File: config.mk
export PLATFORM = sky130hd
export DESIGN_NAME = cumulative_ack_tracker_top
export DESIGN_NICKNAME = d
export VERILOG_FILES = /design/src/hdl/cat_pkg.sv /design/src/hdl/cat_alu.sv /design/src/hdl/cat_ctrl.sv /design/src/hdl/cumulative_ack_tracker_top.sv
export VERILOG_INCLUDE_DIRS = /design/src /design/src/hdl
export SDC_FILE = /design/constraint.sdc
export NUM_CORES = 1
export LEC_CHECK = 0
export BUFFER_PORTS_ARGS = -buffer_cell sky130_fd_sc_hd__buf_2
export CORE_MARGIN = 5
export CORE_UTILIZATION = 30
export DETAILED_ROUTE_END_ITERATION = 7
export PLACE_DENSITY = 0.56
export SLEW_MARGIN = 30
export SYNTH_ARGS = -nofsm -noshare
export SYNTH_HDL_FRONTEND = slang
export SYNTH_SLANG_ARGS = --single-unit
File: constraint.sdc
create_clock -name clk -period 13.9 [get_ports clk]
set_input_delay 1.39 -clock clk [delete_from_list [all_inputs] [get_ports clk]]
set_output_delay 1.39 -clock clk [all_outputs]
set_load 0.01 [all_outputs]
File: src/hdl/cumulative_ack_tracker_top_macros.svh
// Assertion macros for the cumulative ack tracker.
`ifndef CUMULATIVE_ACK_TRACKER_TOP_MACROS_SVH
`define CUMULATIVE_ACK_TRACKER_TOP_MACROS_SVH
`ifndef SYNTH
`define CAT_ASSERT_IMPL(lbl, clk, rst, ante, cons, msg) \
  lbl: assert property (@(posedge clk) disable iff (rst) (ante) |-> (cons)) else $error(msg);
`define CAT_ASSERT_NEXT(lbl, clk, rst, ante, cons, msg) \
  lbl: assert property (@(posedge clk) disable iff (rst) (ante) |=> (cons)) else $error(msg);
`else
`define CAT_ASSERT_IMPL(lbl, clk, rst, ante, cons, msg)
`define CAT_ASSERT_NEXT(lbl, clk, rst, ante, cons, msg)
`endif
`endif

File: src/hdl/cat_pkg.sv
// Types and constants shared by the cumulative ack tracker modules.
package cat_pkg;

  localparam int unsigned DATA_W = 32;

  typedef enum logic {
    REG_ACK_INTERVAL = 1'b0,
    REG_PEER_ID      = 1'b1
  } reg_idx_t;

  typedef enum logic {
    KIND_OBSERVE = 1'b0,
    KIND_UPDATE  = 1'b1
  } kind_t;

  typedef enum logic {
    ALU_ADD = 1'b0,
    ALU_SUB = 1'b1
  } alu_op_t;

  typedef enum logic [1:0] {
    SEL_OBS  = 2'd0,
    SEL_ADV  = 2'd1,
    SEL_TICK = 2'd2
  } alu_sel_t;

  typedef enum logic [1:0] {
    ST_IDLE = 2'd0,
    ST_OBS  = 2'd1,
    ST_ADV  = 2'd2,
    ST_TICK = 2'd3
  } state_t;

  typedef struct packed {
    logic     in_ready;
    alu_sel_t alu_sel;
    logic     obs_load;
    logic     adv_step;
    logic     tick_load;
  } ctrl_t;

  typedef struct packed {
    logic in_valid;
    logic kind;
    logic win_lsb;
    logic out_free;
  } stat_t;

endpackage

File: src/hdl/cat_alu.sv
// Shared 32-bit adder/subtractor with carry (no-borrow) out.
module cat_alu (
  input  cat_pkg::alu_op_t         op,
  input  logic [cat_pkg::DATA_W-1:0] a,
  input  logic [cat_pkg::DATA_W-1:0] b,
  output logic [cat_pkg::DATA_W-1:0] result,
  output logic                     carry
);
  import cat_pkg::*;

  logic [DATA_W-1:0] b_eff;
  logic [DATA_W:0]   sum;

  always_comb begin
    case (op)
      ALU_ADD: b_eff = b;
      ALU_SUB: b_eff = ~b;
      default: b_eff = b;
    endcase
  end

  assign sum    = {1'b0, a} + {1'b0, b_eff} + {{DATA_W{1'b0}}, (op == ALU_SUB)};
  assign result = sum[DATA_W-1:0];
  assign carry  = sum[DATA_W];

endmodule

File: src/hdl/cat_ctrl.sv
// Sequencer for observe and update items.
module cat_ctrl (
  input  logic           clk,
  input  logic           rst,
  input  cat_pkg::stat_t stat,
  output cat_pkg::ctrl_t ctrl
);
  import cat_pkg::*;

  state_t state;
  state_t state_next;

  always_ff @(posedge clk) begin
    if (rst) begin
      state <= ST_IDLE;
    end else begin
      state <= state_next;
    end
  end

  always_comb begin
    state_next = state;
    case (state)
      ST_IDLE: begin
        if (stat.in_valid) begin
          state_next = (stat.kind == KIND_UPDATE) ? ST_ADV : ST_OBS;
        end
      end
      ST_OBS: begin
        if (stat.out_free) begin
          state_next = ST_IDLE;
        end
      end
      ST_ADV: begin
        if (!stat.win_lsb) begin
          state_next = ST_TICK;
        end
      end
      ST_TICK: begin
        if (stat.out_free) begin
          state_next = ST_IDLE;
        end
      end
      default: state_next = ST_IDLE;
    endcase
  end

  always_comb begin
    ctrl = '0;
    ctrl.alu_sel = SEL_OBS;
    case (state)
      ST_IDLE: ctrl.in_ready = 1'b1;
      ST_OBS: begin
        ctrl.alu_sel  = SEL_OBS;
        ctrl.obs_load = stat.out_free;
      end
      ST_ADV: begin
        ctrl.alu_sel  = SEL_ADV;
        ctrl.adv_step = stat.win_lsb;
      end
      ST_TICK: begin
        ctrl.alu_sel   = SEL_TICK;
        ctrl.tick_load = stat.out_free;
      end
      default: ctrl.in_ready = 1'b0;
    endcase
  end

endmodule

File: src/hdl/cumulative_ack_tracker_top.sv
// Top level of the cumulative ack tracker: state, window and result register.
//
//  channel | signals                                   | accepted when
//  --------+-------------------------------------------+-----------------------
//  config  | cfg_we cfg_index cfg_data                 | cfg_we high
//  input   | in_valid in_ready kind serial now_ticks   | in_valid & in_ready
//          | peer_positive                             |
//  output  | out_valid out_ready ack_send ack_recipient| out_valid & out_ready
//          | ack_max out_of_window                     |
//
// Observe item: capture, then one pass through the shared adder.
// Update item: capture, k window steps, tick check; k = run of received serials
// at the window base (0..WINDOW); the window slides one place per cycle through
// the shared adder. Reset clears state, settings and out_valid; no clearing pass.
// A finished result waits in the output register; the last step of the
// following item holds until that result is taken.
`include "cumulative_ack_tracker_top_macros.svh"

module cumulative_ack_tracker_top #(
  parameter int unsigned WINDOW = 64
) (
  input  logic                       clk,
  input  logic                       rst,
  input  logic                       cfg_we,
  input  cat_pkg::reg_idx_t          cfg_index,
  input  logic [cat_pkg::DATA_W-1:0] cfg_data,
  input  logic                       in_valid,
  output logic                       in_ready,
  input  logic                       kind,
  input  logic [cat_pkg::DATA_W-1:0] serial,
  input  logic [cat_pkg::DATA_W-1:0] now_ticks,
  input  logic                       peer_positive,
  output logic                       out_valid,
  input  logic                       out_ready,
  output logic                       ack_send,
  output logic [cat_pkg::DATA_W-1:0] ack_recipient,
  output logic [cat_pkg::DATA_W-1:0] ack_max,
  output logic                       out_of_window
);
  import cat_pkg::*;

  localparam int unsigned IDX_W = $clog2(WINDOW);
  localparam logic [WINDOW-1:0] WIN_ONE = {{(WINDOW-1){1'b0}}, 1'b1};
  localparam logic [DATA_W-1:0] WIN_SIZE = DATA_W'(WINDOW);

  logic [DATA_W-1:0] ack_interval;
  logic [DATA_W-1:0] peer_id;
  logic [DATA_W-1:0] next_expected;
  logic [WINDOW-1:0] seen_window;
  logic [DATA_W-1:0] last_ack_tick;

  logic              kind_r;
  logic [DATA_W-1:0] serial_r;
  logic [DATA_W-1:0] now_r;
  logic              positive_r;

  ctrl_t             ctrl;
  stat_t             stat;
  alu_op_t           alu_op;
  logic [DATA_W-1:0] alu_a;
  logic [DATA_W-1:0] alu_b;
  logic [DATA_W-1:0] alu_res;
  logic              alu_carry;
  logic              in_win;
  logic              fire;

  assign in_ready = ctrl.in_ready;

  assign stat.in_valid = in_valid;
  assign stat.kind     = kind;
  assign stat.win_lsb  = seen_window[0];
  assign stat.out_free = !out_valid || out_ready;

  cat_ctrl u_ctrl (
    .clk  (clk),
    .rst  (rst),
    .stat (stat),
    .ctrl (ctrl)
  );

  always_comb begin
    case (ctrl.alu_sel)
      SEL_OBS: begin
        alu_op = ALU_SUB;
        alu_a  = serial_r;
        alu_b  = next_expected;
      end
      SEL_ADV: begin
        alu_op = ALU_ADD;
        alu_a  = next_expected;
        alu_b  = {{(DATA_W-1){1'b0}}, 1'b1};
      end
      SEL_TICK: begin
        alu_op = ALU_SUB;
        alu_a  = now_r;
        alu_b  = last_ack_tick;
      end
      default: begin
        alu_op = ALU_SUB;
        alu_a  = serial_r;
        alu_b  = next_expected;
      end
    endcase
  end

  cat_alu u_alu (
    .op     (alu_op),
    .a      (alu_a),
    .b      (alu_b),
    .result (alu_res),
    .carry  (alu_carry)
  );

  assign in_win = alu_res < WIN_SIZE;
  assign fire   = (alu_res >= ack_interval) && positive_r;

  always_ff @(posedge clk) begin
    if (rst) begin
      ack_interval <= DATA_W'(2);
      peer_id      <= '0;
    end else if (cfg_we) begin
      case (cfg_index)
        REG_ACK_INTERVAL: ack_interval <= cfg_data;
        REG_PEER_ID:      peer_id      <= cfg_data;
        default:          ack_interval <= ack_interval;
      endcase
    end
  end

  always_ff @(posedge clk) begin
    if (in_valid && ctrl.in_ready) begin
      kind_r     <= kind;
      serial_r   <= serial;
      now_r      <= now_ticks;
      positive_r <= peer_positive;
    end
  end

  always_ff @(posedge clk) begin
    if (rst) begin
      next_expected <= '0;
      seen_window   <= '0;
      last_ack_tick <= '0;
    end else begin
      if (ctrl.obs_load && in_win) begin
        seen_window <= seen_window | (WIN_ONE << alu_res[IDX_W-1:0]);
      end
      if (ctrl.adv_step) begin
        seen_window   <= {1'b0, seen_window[WINDOW-1:1]};
        next_expected <= alu_res;
      end
      if (ctrl.tick_load && fire) begin
        last_ack_tick <= now_r;
      end
    end
  end

  always_ff @(posedge clk) begin
    if (rst) begin
      out_valid <= 1'b0;
    end else if (ctrl.obs_load || ctrl.tick_load) begin
      out_valid <= 1'b1;
    end else if (out_ready) begin
      out_valid <= 1'b0;
    end
  end

  always_ff @(posedge clk) begin
    if (ctrl.obs_load) begin
      ack_send      <= 1'b0;
      ack_recipient <= '0;
      ack_max       <= '0;
      out_of_window <= !in_win && alu_carry;
    end else if (ctrl.tick_load) begin
      ack_send      <= fire;
      ack_recipient <= fire ? peer_id : '0;
      ack_max       <= fire ? next_expected : '0;
      out_of_window <= 1'b0;
    end
  end

  `CAT_ASSERT_IMPL(a_load_free, clk, rst, (ctrl.obs_load || ctrl.tick_load), (!out_valid || out_ready), "result overwritten before taken")
  `CAT_ASSERT_NEXT(a_adv_inc, clk, rst, ctrl.adv_step, (next_expected == $past(next_expected) + DATA_W'(1)), "next expected did not step by one")
  `CAT_ASSERT_NEXT(a_tick_last, clk, rst, (ctrl.tick_load && fire), (last_ack_tick == $past(now_r)), "last ack tick not recorded")
  `CAT_ASSERT_IMPL(a_kind_seq, clk, rst, ctrl.adv_step, (kind_r == KIND_UPDATE), "window advanced on observe item")
  `CAT_ASSERT_IMPL(a_out_excl, clk, rst, out_valid, !(ack_send && out_of_window), "ack and drop flag both set")

endmodule

==> results of run 1 <==
==> cells in the final DEF (no fill, tap or decap), types with 5 or more instances in the layout <==
cell type / n
buf_4: 17
nor3_1: 14
nand3_1: 30
dfxtp_1: 258
nor3b_1: 6
mux2i_1: 65
ha_1: 63
inv_1: 54
buf_2: 170
o21a_1: 9
nand4_1: 14
clkbuf_1: 7
o31ai_1: 6
and2_1: 5
nor4_1: 5
a22o_1: 65
a21o_1: 37
a211oi_1: 5
o21ai_2: 10
clkbuf_16: 36
nor2_1: 127
a31oi_1: 11
o21ai_0: 32
a21oi_1: 206
o22ai_1: 33
edfxtp_1: 66
nand2_1: 335
a41o_1: 47
xnor2_1: 15
nand2b_1: 6
xor2_1: 11
==> worst paths after layout <==
kind | cells after the start | end
max | 22 | last_ack_tick[10]
min | 1 | ack_send
max reg2reg | 22 | last_ack_tick[10]
min reg2reg | 1 | ack_send
==> logic make-up (layout without fill, tap and decap cells) <==
| logic type | Yosys count | in the layout | synth area share, % |
|---|---|---|---|
| DFF | 326 | 326 | 47.06 |
| other | 0 | 2 | 0 |
| AOI/OAI and AO/OA | 487 | 487 | 21.32 |
| muxes | 65 | 65 | 4.261 |
| xor gates and xnor gates | 27 | 27 | 1.549 |
| and+or+nand+nor | 579 | 579 | 16.00 |
| buffers and inverters | 176 | 306 | 4.514 |
| adders and majority gates | 64 | 64 | 5.293 |
==> power by group through the flow <==
stage               combinational, mW  sequential, mW  clock (mW)
floorplan                       0.445            1.03           0
global placement                0.651            1.04           0
detailed placement              0.662            1.04           0
CTS                             0.664            1.02       0.979
global route                    0.738            1.02        1.02
finish                          0.671            1.02       0.951
==> per-stage QoR <==
stage / cell area, um2 / total power [mW]
global route: 17850 / 2.777
detailed placement: 16680 / 1.703
CTS: 17840 / 2.664
finish: 17850 / 2.642
floorplan: 15270 / 1.475
global placement: 16670 / 1.692
==> state kept, by name, summed over array words and instances, names as in the netlist <==
| register | cells |
|---|---|
| peer_id | 32 |
| ack_recipient | 32 |
| serial_r | 32 |
| u_ctrl.state | 2 |
| ack_send | 1 |
| next_expected | 32 |
| out_valid | 1 |
| ack_max | 32 |
| seen_window | 64 |
| positive_r | 1 |
| now_r | 32 |
| ack_interval | 32 |
| last_ack_tick | 32 |
| out_of_window | 1 |
==> worst register-to-register path: stages, from the launching register on <==
cell       delay [ns]
dfxtp_4          0.61
buf_4            0.60
o22ai_1          0.24
ha_1             0.37
nand2_1          0.08
o41ai_2          0.38
nor4b_2          0.33
o21bai_1         0.19
a2111oi_0        0.43
o21ai_0          0.17
a21oi_1          0.24
xnor2_2          0.13
buf_4            0.55
inv_1            0.16
ha_1             0.33
nand4_1          0.09
nor3_1           0.24
nand2_1          0.08
o31ai_1          0.30
o21a_4           0.46
buf_4            0.80
mux2i_1          0.32
nor2_1           0.05
==> routing by layer <==
metal	wire (um)	share of wire, %	vias up	GRT usage (%)
met5	7	0.015	-	0
met2	20280	44	349	24.81
met1	21940	48	6129	22.75
li1	-	-	6347	-
met3	2601	5.7	60	2.589
met4	776	1.7	2	3.695
==> area by class of cell <==
class / count / share of cell area (%)
clock buffer: 47 / 5.502
multi-input combinational: 1222 / 41.68
antenna: 2 / 0.02804
clock inverter: 15 / 0.9883
timing repair buffer: 190 / 5.670
tap: 672 / 4.710
inverter: 54 / 1.135
sequential: 326 / 40.29
==> impl_metrics.ini, run 1 <==
[timing]
slew_headroom_pct = 39.03
clock-skew-final_ns = 0.03295
period_minus_slack_ns = 7.310
fin_setup_tns_ns = 0
hold-worst-slack_ns = 0.4486
final-setup-viol-count = 0
rsz0062_at_grt = no
worstMarginPinSlew_ns = 0.9146
worst_slack_ns = 6.590
fin_crit_sh_pct = 52.59
final_hold_viol_count = 0
fmax_mhz = 136.8
slew_violations = 0

[power_and_ir_drop]
netSwitchingFraction_pct = 32.69
leakagePower_nw = 7.061
intPower_mw = 1.778
power_frac_clock_pct = 36.0
vdd_ir_drop_max_mv = 0.08095
seqPwrFrac_pct = 38.6
combPwrFrac_pct = 25.4
p_switching_uw = 863.8
p_per_area_nw_per_um2 = 148.0

[finish]
multi_input_area_um2 = 7440
final_nets = 1998
post-route-util_pct = 35.51
fin_cells = 2528
drive_above_1_share_pct = 14.83
area_delta_synth_final_pct = 16.89
final-seq-area_um2 = 7192
nFillCells = 5228

[synthesis]
syn-cell-area_um2 = 15270
netlist_top_cells_count = 337 x nand2_1, 260 x dfxtp_1, 206 x a21oi_1, 128 x nor2_1, 98 x clkbuf_1
yosys.area.top_type = dfxtp_1
ys_warn_count = 0
synthTopCellsByArea = dfxtp_1 34%, edfxtp_1 13%, nand2_1 8.3%, a21oi_1 6.8%, ha_1 5.2%
ys_seq_elements = 326
syn_inst = 1724
synthArstFlopShare_pct = 0
netlist.area_leader.share_pct = 34.08
ys_types = 61
yosysMostFrequentCell = nand2_1
syn_avg_cell_area_um2 = 8.858
ys.flop_type = dfxtp_1
synth_edf_count = 66
syn-num-nets = 1892
ys_seq_area_share_pct = 47.06

[floorplan]
die_y_um = 235.6
rows = 82
start_util_pct = 30.38
ios = 172
core_um2 = 50270
design.die.area_um2 = 55510
die_w_um = 235.6

[grt]
grt_max_degree = 111
grt_pass1_vias = 12540
overflow = 0
antenna_found_initial = 5
grt_first_pass_wirelength_mm = 71.84
globalRouteTotalUtil_pct = 15.76

[clock_network]
cts_buffers = 36
cts_htree_levels = 2
cts_max_path_buffers = 3
clk_latency_ns = 0.55
cts_tree = built
cts_resized = 0
cts.sinks = 326
hold_buffers = 0
clk_pin_slew_ns = 0.06
clock-root-buffer = clkbuf_16
cts_setup_buffers = 0

[critical_path]
crit_buf_inv = 4
cpPeakStageDelay_ns = 0.80
critPathLaunchType = flop
reg2reg_from = u_ctrl.state[1]
critical_path_class = flop to flop
cp_cell_sequence = buf_4, o22ai_1, ha_1, nand2_1, o41ai_2, nor4b_2, o21bai_1, a2111oi_0, o21ai_0, a21oi_1, xnor2_2, buf_4, inv_1, ha_1, nand4_1, nor3_1, nand2_1, o31ai_1, o21a_4, buf_4, mux2i_1, nor2_1
required_ns = 14.28
critPathMaxFanout = 66
r2r_slack_ns = 6.59
setup.worst_path.end_class = flop
crit_slowest_cell = buf_4
crit_family = compound AO/OA/AOI/OAI gates
crit_path_frequent_cell = buf_4
worst_ep_arrival_time_ns = 7.69
crit_start = u_ctrl.state[1]

[detailed_routing]
wl_per_cell_um = 18.04
drtIter0Drc = 1080
vias_per_cell = 5.098
firstDrtPassIters = 5
ant_nets = 0
drc = 0
wl_mm = 45.60
num_vias = 12890

[place]
io_buffers = 171
post-place-ws_ns = 6.605
hpwl_mm = 32.09
dp_cells = 2464
place_congestion = 0.8564

[worst_hold_path]
min_from = ack_send
min_path_type = flop to flop

[run_status]
status = completed

[flow_run]
maxCapViolations = 0
(Power assumes the default switching activity.)
==> inputs of run 2 (changes only) <==
clock period = 6.9 ns   (was 13.9 ns; I/O delays follow)
==> run 2 against run 1 <==
  * Clock power increased by 100%
  * Largest cell class unchanged
  * Wire length increased by 1.3%
  * Die area stayed put
  * Setup slack lost 5.7 ns
  * Fmax rose by 21%
==> impl_metrics.ini, run 2 (same netlist as run 1, synthesis figures left out) <==
[finish]
fin_cells = 2540
final_cell_mix = 335 x nand2_1, 258 x dfxtp_1, 206 x a21oi_1
regMostFlops = seen_window
area_delta_synth_final_pct = 17.68
drive_above_1_share_pct = 15.27
multi_input_area_um2 = 7437
largest_reg_flops = 64
final-seq-area_um2 = 7192
nFillCells = 5207
final_common_cell = nand2_1
final_nets = 2007
post-route-util_pct = 35.75

[critical_path]
cpPeakStageDelay_ns = 0.57
required_ns = 7.30
r2r_cells = 22
crit_path_frequent_cell = buf_4
crit_buf_inv = 4
critPathMaxFanout = 38
worstReg2RegEnd = last_ack_tick[12]
r2r_slack_ns = 0.85
crit_start = u_ctrl.state[0]
cp_cell_sequence = buf_4, buf_4, mux2i_1, a21oi_1, ha_1, a21o_1, a31oi_1, nand2_1, nor4_1, nor2_1, a41oi_1, xnor2_1, ha_1, nand4_1, nor3_1, nand2_1, o31ai_1, o21a_4, buf_12, buf_4, mux2i_1, nor2_1
crit_family = compound AO/OA/AOI/OAI gates
reg2reg_from = u_ctrl.state[0]
worst_ep_arrival_time_ns = 6.46
critical_path_class = flop to flop
setup.worst_path.end_class = flop
critPathLaunchType = flop
crit_slowest_cell = o21a_4

[run_status]
status = completed

[clock_network]
clock-root-buffer = clkbuf_16
cts_max_path_buffers = 3
cts_htree_levels = 2
cts_tree = built
cts_setup_buffers = 0
clk_latency_ns = 0.56
cts.sinks = 326
cts_resized = 0
cts_buffers = 38
hold_buffers = 0
clk_pin_slew_ns = 0.06

[floorplan]
core_um2 = 50270
die_w_um = 235.6
die_y_um = 235.6
design.die.area_um2 = 55510
ios = 172
start_util_pct = 30.38
rows = 82

[detailed_routing]
wl_per_cell_um = 18.19
drc = 0
wl_mm = 46.22
vias_per_cell = 5.180
drtIter0Drc = 1093
firstDrtPassIters = 5
ant_nets = 0
num_vias = 13160

[timing]
slew_violations = 0
clock-skew-final_ns = 0.02499
fmax_mhz = 165.2
final_hold_viol_count = 0
worstMarginPinSlew_ns = 0.9299
rsz0062_at_grt = no
slew_headroom_pct = 38.01
fin_setup_tns_ns = 0
period_minus_slack_ns = 6.052
final-setup-viol-count = 0
fin_crit_sh_pct = 87.71

[place]
io_buffers = 171
hpwl_mm = 32.46
dp_cells = 2471
place_congestion = 0.8950

[grt]
grt_first_pass_wirelength_mm = 72.65
overflow = 0
globalRouteTotalUtil_pct = 16.04
grt_max_degree = 130
antenna_found_initial = 4
grt_pass1_vias = 12670

[worst_hold_path]
whs_path_depth = 1
min_from = now_ticks[0]
min_to = now_r[0]
min_path_type = input port to flop

[power_and_ir_drop]
p_per_area_nw_per_um2 = 296.7
leakagePower_nw = 7.136
vdd_ir_drop_max_mv = 0.2273

[flow_run]
maxCapViolations = 0
-- run 2: cell types whose count changed in the layout (fill, tap and decap cells not counted), sizes merged --
cell,previous run,this run
buf,190,196
bufinv,3,1
clkbuf,47,50
clkinv,7,14
clkinvlp,3,1
-- run 2: worst max-delay path by stage --
stage                        end  slack (ns)  depth (start not counted)
6_report       last_ack_tick[12]        0.85                         22
4_1_cts        last_ack_tick[12]        0.86                         23
2_1_floorplan        ack_max[23]        0.95                         26
3_3_place_gp   last_ack_tick[12]        0.86                         22
3_5_place_dp   last_ack_tick[13]        0.89                         23
5_1_grt        last_ack_tick[12]        0.32                         22
-- run 2: final cells by class --
type / instances / share of cell area (%)
Inverter: 54 / 1.128
Timing Repair Buffer: 197 / 6.148
Clock inverter: 18 / 0.8076
Antenna cell: 2 / 0.02785
Clock buffer: 49 / 5.807
Multi-Input combinational cell: 1222 / 41.38
Sequential cell: 326 / 40.02
Tap cell: 672 / 4.679
-- run 2: where the power goes --
group | internal (mW) | total [mW] | leakage, nW | switching [mW]
clock | 1.11 | 1.93 | 0.590 | 0.816
sequential | 2.01 | 2.05 | 2.73 | 0.0331
combinational | 0.460 | 1.36 | 3.81 | 0.897
total | 3.59 | 5.33 | 7.14 | 1.75
-- run 2: metrics by stage --
step | instance area [um2] | power [mW] | worst slack [ns] | hold slack [ns]
finish | 17970 | 5.333 | 0.8482 | 0.3162
floorplan | 15270 | 2.972 | 0.9488 | 0.4249
global route | 17970 | 5.604 | 0.3236 | 0.2903
CTS | 17960 | 5.386 | 0.8603 | 0.2798
global placement | 16740 | 3.404 | 0.8581 | 0.4325
detailed placement | 16770 | 3.430 | 0.8865 | 0.4411
-- run 2: worst register-to-register path: stages, from the launching register on --
cell,delay [ns]
dfxtp_2,0.32
buf_4,0.38
buf_4,0.34
mux2i_1,0.23
a21oi_1,0.09
ha_1,0.45
a21o_1,0.23
a31oi_1,0.19
nand2_1,0.10
nor4_1,0.50
nor2_1,0.24
a41oi_1,0.29
xnor2_1,0.13
ha_1,0.29
nand4_1,0.10
nor3_1,0.26
nand2_1,0.08
o31ai_1,0.28
o21a_4,0.57
buf_12,0.31
buf_4,0.25
mux2i_1,0.21
nor2_1,0.06
-- run 2: layer usage --
layer,track usage [%],share of wire [%],vias up
met5,0,0.028,-
met2,24.83,44,393
met1,22.67,47,6307
li1,-,-,6383
met4,4.381,2.1,2
met3,3.526,7.0,71
==> inputs of run 3 (changes only) <==
SYNTH_HIERARCHICAL = 1   (was unset)
==> run 3 against run 2 <==
  * Synthesized area is 3.5% higher
  * Via count is 4.8% lower
  * Total power is 2.2% lower
  * Cell count is 1.7% higher
  * Wire length is 4.6% lower
  * Hold slack better by 0.0029 ns
  * Clock skew is 0.0048 ns lower
  * First-iteration DRC count is 13% lower
  * Fmax is 4.7% lower
  * Combinational power is 17% lower
  * Largest power group is now the clock network
==> impl_metrics.ini, run 3 <==
[synthesis]
yosysMostFrequentCell = dfxtp_1
yosys.area.top_type = dfxtp_1
syn-cell-area_um2 = 15810
syn_inst = 1754
netlist_top_cells_count = 260 x dfxtp_1, 257 x nand2_1, 123 x nor3_1, 106 x a21oi_1, 101 x nor2_1
ys.flop_type = dfxtp_1
synthTopCellsByArea = dfxtp_1 33%, edfxtp_1 13%, nand2_1 6.1%, ha_1 5.4%, mux2i_1 4.1%
ys_seq_area_share_pct = 45.45
syn_avg_cell_area_um2 = 9.014
ys_types = 76
synthArstFlopShare_pct = 0
ys_seq_elements = 326
ys_warn_count = 6
synth_edf_count = 66
netlist.area_leader.share_pct = 32.92
syn-num-nets = 1927

[worst_hold_path]
min_from = now_ticks[28]
min_path_type = input port to flop

[floorplan]
design.die.area_um2 = 57400
ios = 172
start_util_pct = 30.21
rows = 84
core_um2 = 52340
die_y_um = 239.6
die_w_um = 239.6

[detailed_routing]
vias_per_cell = 4.851
drc = 0
drtIter0Drc = 947
firstDrtPassIters = 5
num_vias = 12530
wl_per_cell_um = 17.08
ant_nets = 0
wl_mm = 44.11

[place]
dp_cells = 2510
hpwl_mm = 32.19
io_buffers = 171
place_congestion = 0.8724

[clock_network]
cts_htree_levels = 2
clk_pin_slew_ns = 0.06
clk_latency_ns = 0.56
cts_tree = built
clock-root-buffer = clkbuf_16
cts_max_path_buffers = 3
cts_buffers = 37
cts.sinks = 326
cts_resized = 0

[finish]
area_delta_synth_final_pct = 16.50
fin_cells = 2582
final_cell_mix = 260 x dfxtp_1, 256 x nand2_1, 170 x buf_2
nFillCells = 5411
post-route-util_pct = 35.19
drive_above_1_share_pct = 14.87
largest_reg_flops = 64
regMostFlops = seen_window
final_common_cell = dfxtp_1
final_nets = 2034

[critical_path]
required_ns = 7.37
crit_start = u_ctrl/state[1]
critPathMaxFanout = 74
reg2reg_from = u_ctrl/state[1]
critPathLaunchType = flop
critical_path_class = flop to flop
worst_ep_arrival_time_ns = 6.81
setup.worst_path.end_class = flop

[timing]
worstMarginPinSlew_ns = 0.9346
fin_setup_tns_ns = 0
fin_crit_sh_pct = 92.01
fmax_mhz = 157.5
clock-skew-final_ns = 0.02015
slew_headroom_pct = 37.69
final_hold_viol_count = 0
hold-worst-slack_ns = 0.3191
slew_violations = 0
period_minus_slack_ns = 6.349
rsz0062_at_grt = no
final-setup-viol-count = 0

[grt]
globalRouteTotalUtil_pct = 14.95
grt_max_degree = 141
grt_pass1_vias = 12000
grt_first_pass_wirelength_mm = 69.27
antenna_found_initial = 6
overflow = 0

[power_and_ir_drop]
p_per_area_nw_per_um2 = 283.3
vdd_ir_drop_max_mv = 0.1416
leakagePower_nw = 7.204

[flow_run]
maxCapViolations = 0

[run_status]
status = completed
[run 3: changes by cell type after synthesis, sizes merged, moves of 66 or more]
cell | before | now
nor2b | 3 | 69
nand2b | 7 | 73
nand2 | 337 | 257
nor3 | 15 | 124
a21oi | 206 | 110
[run 3: through the flow]
stage	cell area, um2	power [mW]	setup slack [ns]
3_3_place_gp	17100	3.177	0.8026
3_5_place_dp	17130	3.203	0.5903
5_1_grt	18410	5.494	0.0006968
4_1_cts	18410	5.281	0.5826
6_report	18420	5.218	0.5511
2_1_floorplan	15810	2.863	1.399
[run 3: kinds of logic (layout without fill, tap and decap cells)]
logic type | Yosys count | in the layout | share of synthesized area, %
AOI/OAI and AO/OA | 374 | 374 | 16.03
xor gates and xnor gates | 58 | 58 | 3.213
adders and majority gates | 69 | 69 | 5.508
buffers and inverters | 176 | 312 | 5.025
DFF | 326 | 326 | 45.45
muxes | 65 | 65 | 4.139
other | 0 | 4 | 0
and+or+nand+nor | 686 | 686 | 20.63
[run 3: worst max-delay path: stages, from the launching register on]
cell	delay (ns)
dfxtp_1	0.43
nor2b_2	0.23
inv_1	0.09
ha_4	0.64
buf_4	0.50
o21ai_0	0.19
xor2_1	0.17
ha_1	0.46
nand2_1	0.13
a21oi_1	0.14
nor2_1	0.06
o221ai_1	0.23
o21ai_2	0.15
o41ai_2	0.27
xor2_1	0.42
ha_1	0.35
a21oi_1	0.16
nand2_1	0.08
a221oi_1	0.31
a2bb2oi_1	0.35
and2_4	0.60
mux2i_1	0.26
[run 3: report_power, final]
group	switching, mW	total [mW]	leakage, nW	internal [mW]
registers	0.0325	2.04	2.73	2.01
logic	0.731	1.13	3.85	0.394
clock network	0.819	2.05	0.626	1.23
[run 3: area by class of cell]
cell class              instances  area [um2]  area share (%)
repair buffers                188        1013           5.502
flip-flops and latches        326        7187           39.02
clock inverters                20       229.0           1.243
well taps                     688       860.8           4.673
multi-input cells            1252        7863           42.68
diodes                          4       10.01         0.05434
clock buffers                  48        1047           5.685
inverters                      56       210.2           1.141
[run 3: final timing paths]
check | endpoint | slack (ns) | cells after the start
hold / removal | now_r[28] | 0.32 | 1
setup / recovery | last_ack_tick[26] | 0.55 | 21
setup reg to reg | last_ack_tick[26] | 0.55 | 21
hold reg to reg | peer_id[15] | 0.45 | 2
[run 3: metal layers]
layer / part of all wire (%) / global-route usage, % / up-vias
met5: 0.17 / 0 / -
met4: 2.4 / 4.513 / 10
met3: 6.6 / 3.005 / 67
met2: 42 / 22.19 / 339
met1: 49 / 21.93 / 5766
li1: - / - / 6344
[run 3: timing repair]
item	in CTS	in global routing
hold endpoints to repair	0	0
endpoints found under the setup margin	0	1
buffers inserted	0	0
hold buffers	0	0
